File: config.mk
export PLATFORM = sky130hd
export DESIGN_NAME = floppy_card_glue_logic_flat
export DESIGN_NICKNAME = d
export VERILOG_FILES = /design/src/rtl/fcg_pkg.sv /design/src/rtl/fcg_in_if.sv /design/src/rtl/fcg_out_if.sv /design/src/rtl/floppy_card_glue_logic.sv /design/src/rtl/fcg_core.sv /design/src/flat_wrapper.sv
export SDC_FILE = /design/constraint.sdc
export NUM_CORES = 1
export LEC_CHECK = 0
export BUFFER_PORTS_ARGS = -buffer_cell sky130_fd_sc_hd__buf_2
export CORE_AREA = 2 2 130 132
export DETAILED_ROUTE_END_ITERATION = 10
export DIE_AREA = 0 0 132 134
export MAX_ROUTING_LAYER = met4
export PLACE_DENSITY = 0.61
export RECOVER_POWER = 25
export SLEW_MARGIN = 20
export SYNTH_ARGS = -nofsm -noshare
export SYNTH_HDL_FRONTEND = slang
export SYNTH_SLANG_ARGS = --single-unit
File: constraint.sdc
create_clock -name clk_i -period 3.9 [get_ports clk_i]
set_input_delay 0.585 -clock clk_i [delete_from_list [all_inputs] [get_ports clk_i]]
set_output_delay 0.585 -clock clk_i [all_outputs]
set_load 0.02 [all_outputs]
File: src/rtl/fcg_pkg.sv
// shared types, codes and constants of the floppy card glue logic
package fcg_pkg;

  localparam int unsigned ADDR_WIDTH_DEF = 21;
  localparam int unsigned SEL_WIDTH      = 21;
  localparam int unsigned TICK_WIDTH     = 16;
  localparam int unsigned CFG_IDX_WIDTH  = 2;

  // configuration register indexes
  localparam logic [CFG_IDX_WIDTH-1:0] CFG_WIN_MASK    = 2'd0;
  localparam logic [CFG_IDX_WIDTH-1:0] CFG_WIN_BASE    = 2'd1;
  localparam logic [CFG_IDX_WIDTH-1:0] CFG_MOTOR_TICKS = 2'd2;

  localparam logic [SEL_WIDTH-1:0]  WIN_MASK_RST    = 21'h7e000;
  localparam logic [SEL_WIDTH-1:0]  WIN_BASE_RST    = 21'h74000;
  localparam logic [TICK_WIDTH-1:0] MOTOR_TICKS_RST = 16'd4230;

  // operation codes
  typedef enum logic [2:0] {
    OP_CRU_READ  = 3'd0,
    OP_CRU_WRITE = 3'd1,
    OP_MEM_READ  = 3'd2,
    OP_MEM_WRITE = 3'd3,
    OP_IRQ_LINE  = 3'd4,
    OP_DRQ_LINE  = 3'd5,
    OP_TICK      = 3'd6
  } fcg_op_e;

  // controller access kinds
  localparam logic [1:0] CTL_NONE  = 2'd0;
  localparam logic [1:0] CTL_READ  = 2'd1;
  localparam logic [1:0] CTL_WRITE = 2'd2;

  // cru bit numbers within the card's group
  localparam logic [2:0] CRU_CARD_SEL = 3'd0;
  localparam logic [2:0] CRU_MOTOR    = 3'd1;
  localparam logic [2:0] CRU_HOLD     = 3'd2;
  localparam logic [2:0] CRU_HEAD     = 3'd3;
  localparam logic [2:0] CRU_DRIVE1   = 3'd4;
  localparam logic [2:0] CRU_DRIVE2   = 3'd5;
  localparam logic [2:0] CRU_DRIVE3   = 3'd6;
  localparam logic [2:0] CRU_SIDE     = 3'd7;

  localparam logic [7:0]  CRU_BASE_HI  = 8'h11;
  localparam logic [12:0] REG_DEC_MASK = 13'h1ff9;
  localparam logic [12:0] REG_RD_MATCH = 13'h1ff0;
  localparam logic [12:0] REG_WR_MATCH = 13'h1ff8;
  localparam logic [7:0]  CRU_RD_ONE   = 8'h40;
  localparam logic [7:0]  CRU_RD_MOFF  = 8'h10;

  typedef struct packed {
    logic [SEL_WIDTH-1:0]  win_mask;
    logic [SEL_WIDTH-1:0]  win_base;
    logic [TICK_WIDTH-1:0] motor_ticks;
  } fcg_cfg_t;

  typedef struct packed {
    logic                  card_selected;
    logic                  motor_strobe;
    logic                  motor_run;
    logic                  hold_enable;
    logic [2:0]            drive_mask;
    logic                  side;
    logic [1:0]            irq_drq_flags;
    logic [TICK_WIDTH-1:0] motor_countdown;
  } fcg_state_t;

  typedef struct packed {
    logic        data_valid;
    logic [7:0]  data_out;
    logic        rom_select;
    logic [12:0] rom_address;
    logic [1:0]  ctl_access;
    logic [1:0]  ctl_register;
    logic        halt_line;
    logic        intb_line;
    logic [2:0]  drive_bits;
    logic        side_select;
    logic [1:0]  drive_set;
    logic        motor_enable;
  } fcg_result_t;

endpackage

File: src/rtl/fcg_in_if.sv
// input channel of the floppy card glue logic
interface fcg_in_if #(
  parameter int unsigned AddrWidth = fcg_pkg::ADDR_WIDTH_DEF
);
  logic                 valid;
  logic                 ready;
  logic [2:0]           operation;
  logic [AddrWidth-1:0] address;
  logic [7:0]           data;
  logic [7:0]           controller_data;
  logic                 line_level;

  modport source (
    output valid, operation, address, data, controller_data, line_level,
    input  ready
  );
  modport sink (
    input  valid, operation, address, data, controller_data, line_level,
    output ready
  );
endinterface

File: src/rtl/fcg_out_if.sv
// result channel of the floppy card glue logic
interface fcg_out_if;
  logic        valid;
  logic        ready;
  logic        data_valid;
  logic [7:0]  data_out;
  logic        rom_select;
  logic [12:0] rom_address;
  logic [1:0]  ctl_access;
  logic [1:0]  ctl_register;
  logic        halt_line;
  logic        intb_line;
  logic [2:0]  drive_bits;
  logic        side_select;
  logic [1:0]  drive_set;
  logic        motor_enable;

  modport source (
    output valid, data_valid, data_out, rom_select, rom_address, ctl_access,
           ctl_register, halt_line, intb_line, drive_bits, side_select,
           drive_set, motor_enable,
    input  ready
  );
  modport sink (
    input  valid, data_valid, data_out, rom_select, rom_address, ctl_access,
           ctl_register, halt_line, intb_line, drive_bits, side_select,
           drive_set, motor_enable,
    output ready
  );
endinterface

File: src/rtl/floppy_card_glue_logic.sv
// top level of the floppy card glue logic
//
//   channel   dir  handshake      payload
//   in_i      in   valid/ready    operation, address, data, controller_data, line_level
//   out_o     out  valid/ready    data_valid .. motor_enable, one result per transaction
//   cfg       in   cfg_we_i       cfg_index_i, cfg_data_i (write only)
//
// one transaction per clock sustained while out_o is not stalled; an accepted item passes
// the input register, then decode into the result register that also updates card state
// asynchronous active-low reset clears card state and valid flags, config to defaults
// a stalled result holds the result register and the input register, and input ready
// drops only when both are full
module floppy_card_glue_logic #(
  parameter int unsigned ADDRESS_WIDTH = fcg_pkg::ADDR_WIDTH_DEF
) (
  input  logic                                clk_i,
  input  logic                                rst_ni,
  fcg_in_if.sink                              in_i,
  fcg_out_if.source                           out_o,
  input  logic                                cfg_we_i,
  input  logic [fcg_pkg::CFG_IDX_WIDTH-1:0]   cfg_index_i,
  input  logic [fcg_pkg::SEL_WIDTH-1:0]       cfg_data_i
);
  import fcg_pkg::*;

  fcg_cfg_t                 cfg_q;
  fcg_state_t               state_q;
  fcg_state_t               state_d;
  fcg_result_t              res_q;
  fcg_result_t              res_d;
  logic                     s1_valid_q;
  logic [2:0]               s1_op_q;
  logic [ADDRESS_WIDTH-1:0] s1_addr_q;
  logic [7:0]               s1_data_q;
  logic [7:0]               s1_cdata_q;
  logic                     s1_level_q;
  logic                     out_valid_q;
  logic                     in_take;
  logic                     advance;

  assign advance    = s1_valid_q && (!out_valid_q || out_o.ready);
  assign in_i.ready = !s1_valid_q || advance;
  assign in_take    = in_i.valid && in_i.ready;

  always_ff @(posedge clk_i or negedge rst_ni) begin
    if (!rst_ni) begin
      cfg_q.win_mask    <= WIN_MASK_RST;
      cfg_q.win_base    <= WIN_BASE_RST;
      cfg_q.motor_ticks <= MOTOR_TICKS_RST;
    end else if (cfg_we_i) begin
      unique case (cfg_index_i)
        CFG_WIN_MASK:    cfg_q.win_mask    <= cfg_data_i;
        CFG_WIN_BASE:    cfg_q.win_base    <= cfg_data_i;
        CFG_MOTOR_TICKS: cfg_q.motor_ticks <= cfg_data_i[TICK_WIDTH-1:0];
        default: ;
      endcase
    end
  end

  always_ff @(posedge clk_i or negedge rst_ni) begin
    if (!rst_ni) begin
      s1_valid_q <= 1'b0;
    end else if (in_take) begin
      s1_valid_q <= 1'b1;
    end else if (advance) begin
      s1_valid_q <= 1'b0;
    end
  end

  always_ff @(posedge clk_i) begin
    if (in_take) begin
      s1_op_q    <= in_i.operation;
      s1_addr_q  <= in_i.address;
      s1_data_q  <= in_i.data;
      s1_cdata_q <= in_i.controller_data;
      s1_level_q <= in_i.line_level;
    end
  end

  fcg_core #(
    .AddrWidth (ADDRESS_WIDTH)
  ) u_core (
    .op_i      (s1_op_q),
    .address_i (s1_addr_q),
    .data_i    (s1_data_q),
    .cdata_i   (s1_cdata_q),
    .level_i   (s1_level_q),
    .cfg_i     (cfg_q),
    .state_i   (state_q),
    .state_o   (state_d),
    .result_o  (res_d)
  );

  always_ff @(posedge clk_i or negedge rst_ni) begin
    if (!rst_ni) begin
      state_q     <= '0;
      out_valid_q <= 1'b0;
    end else if (advance) begin
      state_q     <= state_d;
      out_valid_q <= 1'b1;
    end else if (out_o.ready) begin
      out_valid_q <= 1'b0;
    end
  end

  always_ff @(posedge clk_i) begin
    if (advance) begin
      res_q <= res_d;
    end
  end

  assign out_o.valid        = out_valid_q;
  assign out_o.data_valid   = res_q.data_valid;
  assign out_o.data_out     = res_q.data_out;
  assign out_o.rom_select   = res_q.rom_select;
  assign out_o.rom_address  = res_q.rom_address;
  assign out_o.ctl_access   = res_q.ctl_access;
  assign out_o.ctl_register = res_q.ctl_register;
  assign out_o.halt_line    = res_q.halt_line;
  assign out_o.intb_line    = res_q.intb_line;
  assign out_o.drive_bits   = res_q.drive_bits;
  assign out_o.side_select  = res_q.side_select;
  assign out_o.drive_set    = res_q.drive_set;
  assign out_o.motor_enable = res_q.motor_enable;

`ifndef NO_ASSERTIONS
  // the motor timer is running whenever the motor is on
  a_motor_timer: assert property (@(posedge clk_i) disable iff (!rst_ni)
    state_q.motor_run |-> (state_q.motor_countdown != '0))
    else $error("motor on with expired timer");

  a_halt_needs_motor: assert property (@(posedge clk_i) disable iff (!rst_ni)
    out_valid_q |-> (!res_q.halt_line || res_q.motor_enable))
    else $error("halt without motor enable");

  a_drive_set_bit: assert property (@(posedge clk_i) disable iff (!rst_ni)
    (out_valid_q && (res_q.drive_set != 2'd0)) |-> res_q.drive_bits[res_q.drive_set - 2'd1])
    else $error("newly selected drive not in drive bits");

  a_ctl_excl_rom: assert property (@(posedge clk_i) disable iff (!rst_ni)
    (out_valid_q && (res_q.ctl_access != CTL_NONE)) |-> !res_q.rom_select)
    else $error("controller access and rom select together");
`endif

endmodule

File: src/rtl/fcg_core.sv
// per-transaction decode: next card state and result from one registered item
module fcg_core #(
  parameter int unsigned AddrWidth = fcg_pkg::ADDR_WIDTH_DEF
) (
  input  logic [2:0]           op_i,
  input  logic [AddrWidth-1:0] address_i,
  input  logic [7:0]           data_i,
  input  logic [7:0]           cdata_i,
  input  logic                 level_i,
  input  fcg_pkg::fcg_cfg_t    cfg_i,
  input  fcg_pkg::fcg_state_t  state_i,
  output fcg_pkg::fcg_state_t  state_o,
  output fcg_pkg::fcg_result_t result_o
);
  import fcg_pkg::*;

  localparam int unsigned CmpWidth = (AddrWidth > SEL_WIDTH) ? AddrWidth : SEL_WIDTH;

  fcg_op_e             op;
  logic                cru_hit;
  logic                window;
  logic [2:0]          cru_bit;
  logic                set_bit;
  logic [12:0]         low_addr;
  logic [CmpWidth-1:0] addr_x;
  logic [CmpWidth-1:0] mask_x;
  logic [CmpWidth-1:0] value_x;
  fcg_state_t          nxt;
  fcg_result_t         res;

  assign op       = fcg_op_e'(op_i);
  assign cru_hit  = (address_i[15:8] == CRU_BASE_HI);
  assign cru_bit  = address_i[3:1];
  assign set_bit  = |data_i;
  assign low_addr = address_i[12:0];
  assign addr_x   = CmpWidth'(address_i);
  assign mask_x   = CmpWidth'(cfg_i.win_mask);
  assign value_x  = CmpWidth'(cfg_i.win_base);
  assign window   = state_i.card_selected && ((addr_x & mask_x) == value_x);

  always_comb begin
    nxt = state_i;
    res = '0;
    unique case (op)
      OP_CRU_READ: begin
        if (cru_hit) begin
          res.data_valid = 1'b1;
          if (address_i[2:0] == 3'd0) begin
            res.data_out = CRU_RD_ONE | {state_i.side, 7'd0};
            if (state_i.motor_run) begin
              res.data_out = res.data_out | {4'd0, state_i.drive_mask, 1'b0};
            end else begin
              res.data_out = res.data_out | CRU_RD_MOFF;
            end
          end
        end
      end
      OP_CRU_WRITE: begin
        if (cru_hit) begin
          unique case (cru_bit)
            CRU_CARD_SEL: nxt.card_selected = set_bit;
            CRU_MOTOR: begin
              // rising strobe edge restarts the motor timer
              if (set_bit && !state_i.motor_strobe) begin
                nxt.motor_run       = 1'b1;
                nxt.motor_countdown = (cfg_i.motor_ticks != '0) ? cfg_i.motor_ticks
                                                                 : TICK_WIDTH'(1);
              end
              nxt.motor_strobe = set_bit;
            end
            CRU_HOLD: nxt.hold_enable = set_bit;
            CRU_DRIVE1, CRU_DRIVE2, CRU_DRIVE3: begin
              if (set_bit) begin
                if (!state_i.drive_mask[cru_bit[1:0]]) begin
                  nxt.drive_mask[cru_bit[1:0]] = 1'b1;
                  res.drive_set = cru_bit[1:0] + 2'd1;
                end
              end else begin
                nxt.drive_mask[cru_bit[1:0]] = 1'b0;
              end
            end
            CRU_SIDE: nxt.side = set_bit;
            CRU_HEAD: ;
            default: ;
          endcase
        end
      end
      OP_MEM_READ: begin
        if (window) begin
          if ((low_addr & REG_DEC_MASK) == REG_RD_MATCH) begin
            res.ctl_access   = CTL_READ;
            res.ctl_register = address_i[2:1];
            res.data_out     = ~cdata_i;
            res.data_valid   = 1'b1;
          end else begin
            res.rom_select  = 1'b1;
            res.rom_address = low_addr;
          end
        end
      end
      OP_MEM_WRITE: begin
        if (window && ((low_addr & REG_DEC_MASK) == REG_WR_MATCH)) begin
          res.ctl_access   = CTL_WRITE;
          res.ctl_register = address_i[2:1];
          res.data_out     = ~data_i;
        end
      end
      OP_IRQ_LINE: nxt.irq_drq_flags[0] = level_i;
      OP_DRQ_LINE: nxt.irq_drq_flags[1] = level_i;
      OP_TICK: begin
        if (state_i.motor_countdown != '0) begin
          nxt.motor_countdown = state_i.motor_countdown - TICK_WIDTH'(1);
          if (state_i.motor_countdown == TICK_WIDTH'(1)) begin
            nxt.motor_run = 1'b0;
          end
        end
      end
      default: ;
    endcase

    // levels after this transaction
    res.halt_line    = nxt.hold_enable && (nxt.irq_drq_flags == 2'd0) && nxt.motor_run;
    res.intb_line    = nxt.irq_drq_flags[0];
    res.drive_bits   = nxt.drive_mask;
    res.side_select  = nxt.side;
    res.motor_enable = nxt.motor_run;
  end

  assign state_o  = nxt;
  assign result_o = res;

endmodule

File: src/flat_wrapper.sv
// flat-port wrapper written by rule: the top's interface ports become plain ports
module floppy_card_glue_logic_flat import fcg_pkg::*;
#(
  parameter int unsigned ADDRESS_WIDTH = fcg_pkg::ADDR_WIDTH_DEF
)
  (clk_i, rst_ni, cfg_we_i, cfg_index_i, cfg_data_i, in_i_valid, in_i_operation, in_i_address, in_i_data, in_i_controller_data, in_i_line_level, in_i_ready, out_o_valid, out_o_data_valid, out_o_data_out, out_o_rom_select, out_o_rom_address, out_o_ctl_access, out_o_ctl_register, out_o_halt_line, out_o_intb_line, out_o_drive_bits, out_o_side_select, out_o_drive_set, out_o_motor_enable, out_o_ready);
  fcg_in_if in_i_i ();
  fcg_out_if out_o_i ();
  input  logic clk_i;
  input  logic rst_ni;
  input  logic cfg_we_i;
  input  logic [fcg_pkg::CFG_IDX_WIDTH-1:0] cfg_index_i;
  input  logic [fcg_pkg::SEL_WIDTH-1:0] cfg_data_i;
  input wire logic [$bits(in_i_i.valid)-1:0] in_i_valid;
  input wire logic [$bits(in_i_i.operation)-1:0] in_i_operation;
  input wire logic [$bits(in_i_i.address)-1:0] in_i_address;
  input wire logic [$bits(in_i_i.data)-1:0] in_i_data;
  input wire logic [$bits(in_i_i.controller_data)-1:0] in_i_controller_data;
  input wire logic [$bits(in_i_i.line_level)-1:0] in_i_line_level;
  output wire logic [$bits(in_i_i.ready)-1:0] in_i_ready;
  output wire logic [$bits(out_o_i.valid)-1:0] out_o_valid;
  output wire logic [$bits(out_o_i.data_valid)-1:0] out_o_data_valid;
  output wire logic [$bits(out_o_i.data_out)-1:0] out_o_data_out;
  output wire logic [$bits(out_o_i.rom_select)-1:0] out_o_rom_select;
  output wire logic [$bits(out_o_i.rom_address)-1:0] out_o_rom_address;
  output wire logic [$bits(out_o_i.ctl_access)-1:0] out_o_ctl_access;
  output wire logic [$bits(out_o_i.ctl_register)-1:0] out_o_ctl_register;
  output wire logic [$bits(out_o_i.halt_line)-1:0] out_o_halt_line;
  output wire logic [$bits(out_o_i.intb_line)-1:0] out_o_intb_line;
  output wire logic [$bits(out_o_i.drive_bits)-1:0] out_o_drive_bits;
  output wire logic [$bits(out_o_i.side_select)-1:0] out_o_side_select;
  output wire logic [$bits(out_o_i.drive_set)-1:0] out_o_drive_set;
  output wire logic [$bits(out_o_i.motor_enable)-1:0] out_o_motor_enable;
  input wire logic [$bits(out_o_i.ready)-1:0] out_o_ready;
  assign in_i_i.valid = in_i_valid;
  assign in_i_i.operation = in_i_operation;
  assign in_i_i.address = in_i_address;
  assign in_i_i.data = in_i_data;
  assign in_i_i.controller_data = in_i_controller_data;
  assign in_i_i.line_level = in_i_line_level;
  assign in_i_ready = in_i_i.ready;
  assign out_o_valid = out_o_i.valid;
  assign out_o_data_valid = out_o_i.data_valid;
  assign out_o_data_out = out_o_i.data_out;
  assign out_o_rom_select = out_o_i.rom_select;
  assign out_o_rom_address = out_o_i.rom_address;
  assign out_o_ctl_access = out_o_i.ctl_access;
  assign out_o_ctl_register = out_o_i.ctl_register;
  assign out_o_halt_line = out_o_i.halt_line;
  assign out_o_intb_line = out_o_i.intb_line;
  assign out_o_drive_bits = out_o_i.drive_bits;
  assign out_o_side_select = out_o_i.side_select;
  assign out_o_drive_set = out_o_i.drive_set;
  assign out_o_motor_enable = out_o_i.motor_enable;
  assign out_o_i.ready = out_o_ready;
  floppy_card_glue_logic #(.ADDRESS_WIDTH(ADDRESS_WIDTH)) u_core (.clk_i(clk_i), .rst_ni(rst_ni), .in_i(in_i_i), .out_o(out_o_i), .cfg_we_i(cfg_we_i), .cfg_index_i(cfg_index_i), .cfg_data_i(cfg_data_i));
endmodule
# --- Word-level counts from Yosys, hierarchy flattened ---
# Index checks and enable logic that the tools add are counted.
classes:
  n_reduce_logical: 34
  muxes: 40
  bitwise: 13
  eq_ne: 23
  n_addsub: 2
  n_lt_le_gt_ge: 2
op_table:
  columns: ["op", "count"]
  rows:
  - ["$mux W16", 5]
  - ["$pmux W16 S2", 1]
  - ["$reduce_bool A16 Y1", 2]
  - ["$mux W27", 1]
  - ["$mux W8", 3]
  - ["$pmux W8 S3", 1]
  - ["$eq A11 B11 Y1 const B", 2]
  - ["$and A21 B21 Y21", 1]
  - ["$eq A21 B21 Y1", 1]
  - ["$eq A3 B3 Y1 const B", 7]
  - ["$mux W9", 2]
  - ["$eq A16 B1 Y1 const B", 1]
  - ["$not A8 Y8", 2]
  - ["$sub A16 B1 Y16 const B", 1]
  - ["$mux W1", 14]
  - ["$mux W14", 1]
  - ["$mux W3", 4]
  - ["$eq A3 B2 Y1 const B", 3]
  - ["$logic_not A3 Y1", 3]
  - ["$eq A8 B5 Y1 const B", 1]
  - ["$logic_and A1 B1 Y1", 8]
  - ["$or A8 B4 Y8", 1]
  - ["$pmux W4 S2", 1]
  - ["$reduce_and A2 Y1", 4]
  - ["other kinds (27)", 44]
totals:
  out_inout_bits: 38
  wordCells: 144
  regBits: 163

# --- Longest topological paths before layout ---
logic_depth:
  depth_word: 12
  depth_mapped: 9
  depth_no_buf: 7

# --- Cells and area by module ---
# Synthesis repeated with hierarchy kept, for this count alone.
unflattened:
  hier_cells: 571
  area_unflattened_um2: 7557.2
modules_own_cells:
  columns: ["module", "cells_each", "n_inst", "area_each_um2", "seq_area_each_um2"]
  rows:
  - ["floppy_card_glue_logic", 264, 1, 5580.4, 4481.8]
  - ["fcg_core", 307, 1, 1976.9, 0.0]

# --- Worst setup path before layout ---
# No wires, ideal clock.
synth_timing:
  path_type: "input to register"
  start: "input port out_o_ready"
  end: "register u_core.state_q[25] (netlist name)"
  t_required_ns: 3.775
  setup_slack_ns: 1.349
  arrival_time_ns: 2.427
  path_stages: 6
  path_cell_list: "nand2b_1 > nand2_1 > inv_1 > nand2_1 > nor3b_1 > mux2_2"
synth_via:
  elab_chain_cells: 3
synth_lines:
  columns: ["item", "line_no", "rtl"]
  rows:
  - ["from (decl)", "flat_wrapper.sv:34", "input wire logic [$bits(out_o_i.ready)-1:0] out_o_ready;"]
  - ["$logic_or A1 B1 Y1", "floppy_card_glue_logic.sv:41", "assign advance = s1_valid_q && (!out_valid_q || out_o.ready);"]
  - ["$logic_and A1 B1 Y1", "floppy_card_glue_logic.sv:41", null]
  - ["via u_core.advance", "floppy_card_glue_logic.sv:39", "logic advance;"]
  - ["$reduce_and A4 Y1 (no line)", null, null]
  - ["to (signal assigned)", "floppy_card_glue_logic.sv:99", "state_q <= state_d;"]
  - ["to (decl)", "floppy_card_glue_logic.sv:27", "fcg_state_t state_q;"]
# The timed path passes the listed nets, and every way through them passes these cells.
# A chain may end at the register's enable or synchronous reset.

==> impl_metrics.py <==
metrics = {
    "status": {
        "status": "finished with violations",
        "violations": "max-capacitance violations, max-slew violations",
    },
    "power_and_ir_drop": {
        "peakVddDrop_uv": 322,
        "power_density_nw_per_um2": 529,
        "p_leak_uw": 0.00350,
    },
    "worst_setup_path": {
        "rrSetupSlack_ps": 1290,
        "r2r-end": "u_core.out_o.ctl_register[0]$_DFFE_PP_",
        "path_max_fanout": 11,
        "reg2reg_depth": 5,
        "slowest_stage": "or4_1",
        "critical_path_class": "register to register",
        "r2r_start": "u_core.s1_addr_q[10]$_DFFE_PP_",
        "crit_chain": "and3b_1 > nor4_1 > nand4_1 > or4_1 > nor3_1",
        "required_ps": 4160,
        "end_kind": "register",
        "cp_data_arrival_time_ps": 2870,
        "startpoint_type": "register",
        "max_stage_delay_ps": 800,
    },
    "timing": {
        "setup_viol": 0,
        "layout_worst_path_cycle_share": 0.669,
        "setup_tns_ps": 0,
        "hold_viol": 0,
        "maxSlewHeadroom": -0.310,
        "fmax_mhz": 383,
        "finalWorstSetupSlack_ps": 1290,
        "rsz0062_at_grt": "no",
        "period_needed_ps": 2610,
        "worst_pin_slew_ps": 1960,
        "slew_violations": 79,
        "skew_ps": 22.4,
    },
    "placement": {
        "placed_cells": 858,
        "dp_hpwl_um": 12200,
        "portBuffers": 106,
        "gp_congestion": 0.905,
        "preCtsSetupSlack_ps": 1350,
    },
    "global_routing": {
        "grt_pass1_vias": 5037,
        "grt_use_met3": 0.0499,
        "busiest_layer": "met2",
        "grt_max_degree": 79,
        "met2_usage": 0.336,
        "grt_usage": 0.214,
        "grt_pass1_wl_um": 27800,
        "gr-total-overflow": 0,
        "met1_usage": 0.280,
        "antenna_found_initial": 0,
    },
    "clock_tree": {
        "clk_latency_ps": 440,
        "postCtsSetupBuffers": 0,
        "cts-resized-gates": 0,
        "ctsHoldBuffers": 0,
        "cts_tree": "built",
        "cts.htree.levels": 4,
        "path_clk_slew_ps": 70,
        "cts_buffer_depth": 2,
        "cts_sinks": 163,
        "cts-buffers-inserted": 17,
        "clock-root-buffer": "clkbuf_16",
    },
    "drt": {
        "wl_per_cell_um": 19.7,
        "drtIter0Drc": 324,
        "dr.pass1.iters": 5,
        "vias": 4994,
        "wl_um": 17500,
        "drt-vias-per-instance": 5.61,
        "ant_nets": 0,
        "drc": 0,
    },
    "die": {
        "core_region_area_um2": 16300,
        "die_h_um": 134,
        "ioPinCount": 107,
        "core.rowCount": 47,
        "dieArea_um2": 17700,
        "die_w_um": 132,
        "start_util": 0.444,
    },
    "synthesis": {
        "ys_async_sr_fraction": 0.528,
        "ys_seq_elements": 163,
        "syn_inst": 546,
        "syn_nets": 622,
        "synth_area_um2": 7230,
        "synth-edff-count": 77,
        "yosysWarnings": 0,
        "avgSynthCellArea_um2": 13.2,
        "ys_types": 63,
        "synth_ff_type": "edfxtp_1",
        "ys_seq_area_frac": 0.620,
    },
    "final_layout": {
        "drive_gt1_frac": 0.340,
        "layout.nets": 733,
        "final_common_cell": "buf_2",
        "n_antenna_cell": 0,
        "area_delta_synth_final_pct": 18.6,
        "final_cells": 890,
        "final_cell_mix": "103 x buf_2, 77 x edfxtp_1, 72 x dfrtp_1, 62 x mux2_2, 32 x a21oi_1",
    },
    "job": {
        "cap_violations": 1,
    },
    "hold_path": {
        "hold_path_depth": 1,
        "hp-start": "in_i_data[5]",
        "worstHoldEndpoint": "u_core.s1_data_q[5]$_DFFE_PP_",
        "hold_path.class": "input pin to register",
    },
}
-- metal layers --
layer	up-vias	wire length, µm
met4	0	174
met5	-	0
met3	14	664
met1	2521	8050
met2	139	8610
li1	2320	-
-- cell usage after synthesis (3+ instances only) --
cell type | instances | share of area
o211ai_1 | 3 | 0.0031
o22a_1 | 12 | 0.015
and3b_1 | 10 | 0.012
a211oi_1 | 3 | 0.0031
nand2_1 | 30 | 0.016
o2bb2ai_1 | 9 | 0.011
nand3_1 | 16 | 0.011
nor3_1 | 10 | 0.0069
a22o_1 | 5 | 0.0061
nor4b_1 | 3 | 0.0036
dfrtp_1 | 72 | 0.25
o21ai_0 | 18 | 0.012
mux2i_1 | 3 | 0.0042
and2_1 | 15 | 0.013
nand4_1 | 6 | 0.0052
dfstp_2 | 14 | 0.051
a31oi_1 | 5 | 0.0043
a21boi_0 | 7 | 0.0073
nand3b_1 | 7 | 0.0073
and3_1 | 12 | 0.010
a21oi_1 | 32 | 0.022
ha_1 | 7 | 0.012
o31ai_1 | 3 | 0.0031
nand2b_1 | 7 | 0.0061
a21o_1 | 5 | 0.0052
or4_1 | 4 | 0.0042
nor2_1 | 13 | 0.0067
mux2_2 | 62 | 0.097
nor4_1 | 15 | 0.013
edfxtp_1 | 77 | 0.32
inv_1 | 8 | 0.0042
clkbuf_1 | 14 | 0.0073
-- power by group --
part           internal (µW)  switching [µW]  leakage, µW
clock network            943             690     0.000285
logic                    295             326      0.00144
registers               2070             213      0.00178
total                   3310            1230      0.00350
-- sequential cells by signal (all words and copies together), names as in the netlist --
signal	cells
u_core.cfg_q	58
u_core.state_q	26
u_core.s1_addr_q	21
u_core.out_o.rom_address	13
u_core.out_o.data_out	8
u_core.s1_cdata_q	8
u_core.s1_data_q	8
u_core.out_o.drive_bits	3
u_core.s1_op_q	3
u_core.out_o.ctl_access	2
u_core.out_o.ctl_register	2
u_core.out_o.drive_set	2
u_core.out_o.data_valid	1
u_core.out_o.halt_line	1
u_core.out_o.intb_line	1
u_core.out_o.motor_enable	1
u_core.out_o.rom_select	1
u_core.out_o.side_select	1
u_core.out_o.valid	1
u_core.s1_level_q	1
u_core.s1_valid_q	1
-- stage by stage --
stage	total power, µW	hold WS [ps]	cell area [µm²]	utilization
floorplan	2680	289	7230	-
global placement	2910	465	8000	0.491
detailed placement	2930	479	8000	0.491
CTS	4570	313	8580	0.527
global route	4750	298	8580	0.527
finish	4540	317	8580	0.527
-- area by class of cell --
class | instances | area, µm²
Sequential cell | 163 | 4480
Fill cell | 1434 | 7710
Timing Repair Buffer | 112 | 573
Multi-Input combinational cell | 355 | 2630
Clock inverter | 12 | 118
Tap cell | 220 | 275
Clock buffer | 20 | 468
Inverter | 8 | 30.0
-- worst max path at each step --
| stage | from | to | slack (ps) | cells past startpoint |
|---|---|---|---|---|
| final | u_core.s1_addr_q[10]$_DFFE_PP_ | u_core.out_o.ctl_register[0]$_DFFE_PP_ | 1290 | 5 |
| after global routing | u_core.s1_addr_q[10]$_DFFE_PP_ | u_core.out_o.ctl_register[0]$_DFFE_PP_ | 1190 | 5 |
| after CTS | u_core.s1_addr_q[10]$_DFFE_PP_ | u_core.out_o.ctl_register[0]$_DFFE_PP_ | 1330 | 5 |
| after detailed placement | u_core.s1_addr_q[10]$_DFFE_PP_ | u_core.state_q[0]$_DFFE_PN0P_ | 1350 | 5 |
| after global placement | u_core.s1_addr_q[10]$_DFFE_PP_ | u_core.state_q[0]$_DFFE_PN0P_ | 1380 | 5 |
| after floorplan | out_o_ready | u_core.state_q[25]$_DFFE_PN0P_ | 1350 | 6 |
-- critical path: cells and delay by family (launching register included) --
kind / cells / cell delay, ps
simple gates: 5 / 1960
flops: 1 / 460
-- logic make-up after synthesis --
group	Yosys count	share of synthesized area
compound gates	115	0.108
simple gates	166	0.140
flops	163	0.620
buf+inv	28	0.0175
fa+ha+maj	7	0.0121
mux	65	0.101
xor+xnor	2	0.00242
No activity file was read; power rests on OpenSTA's default activity.
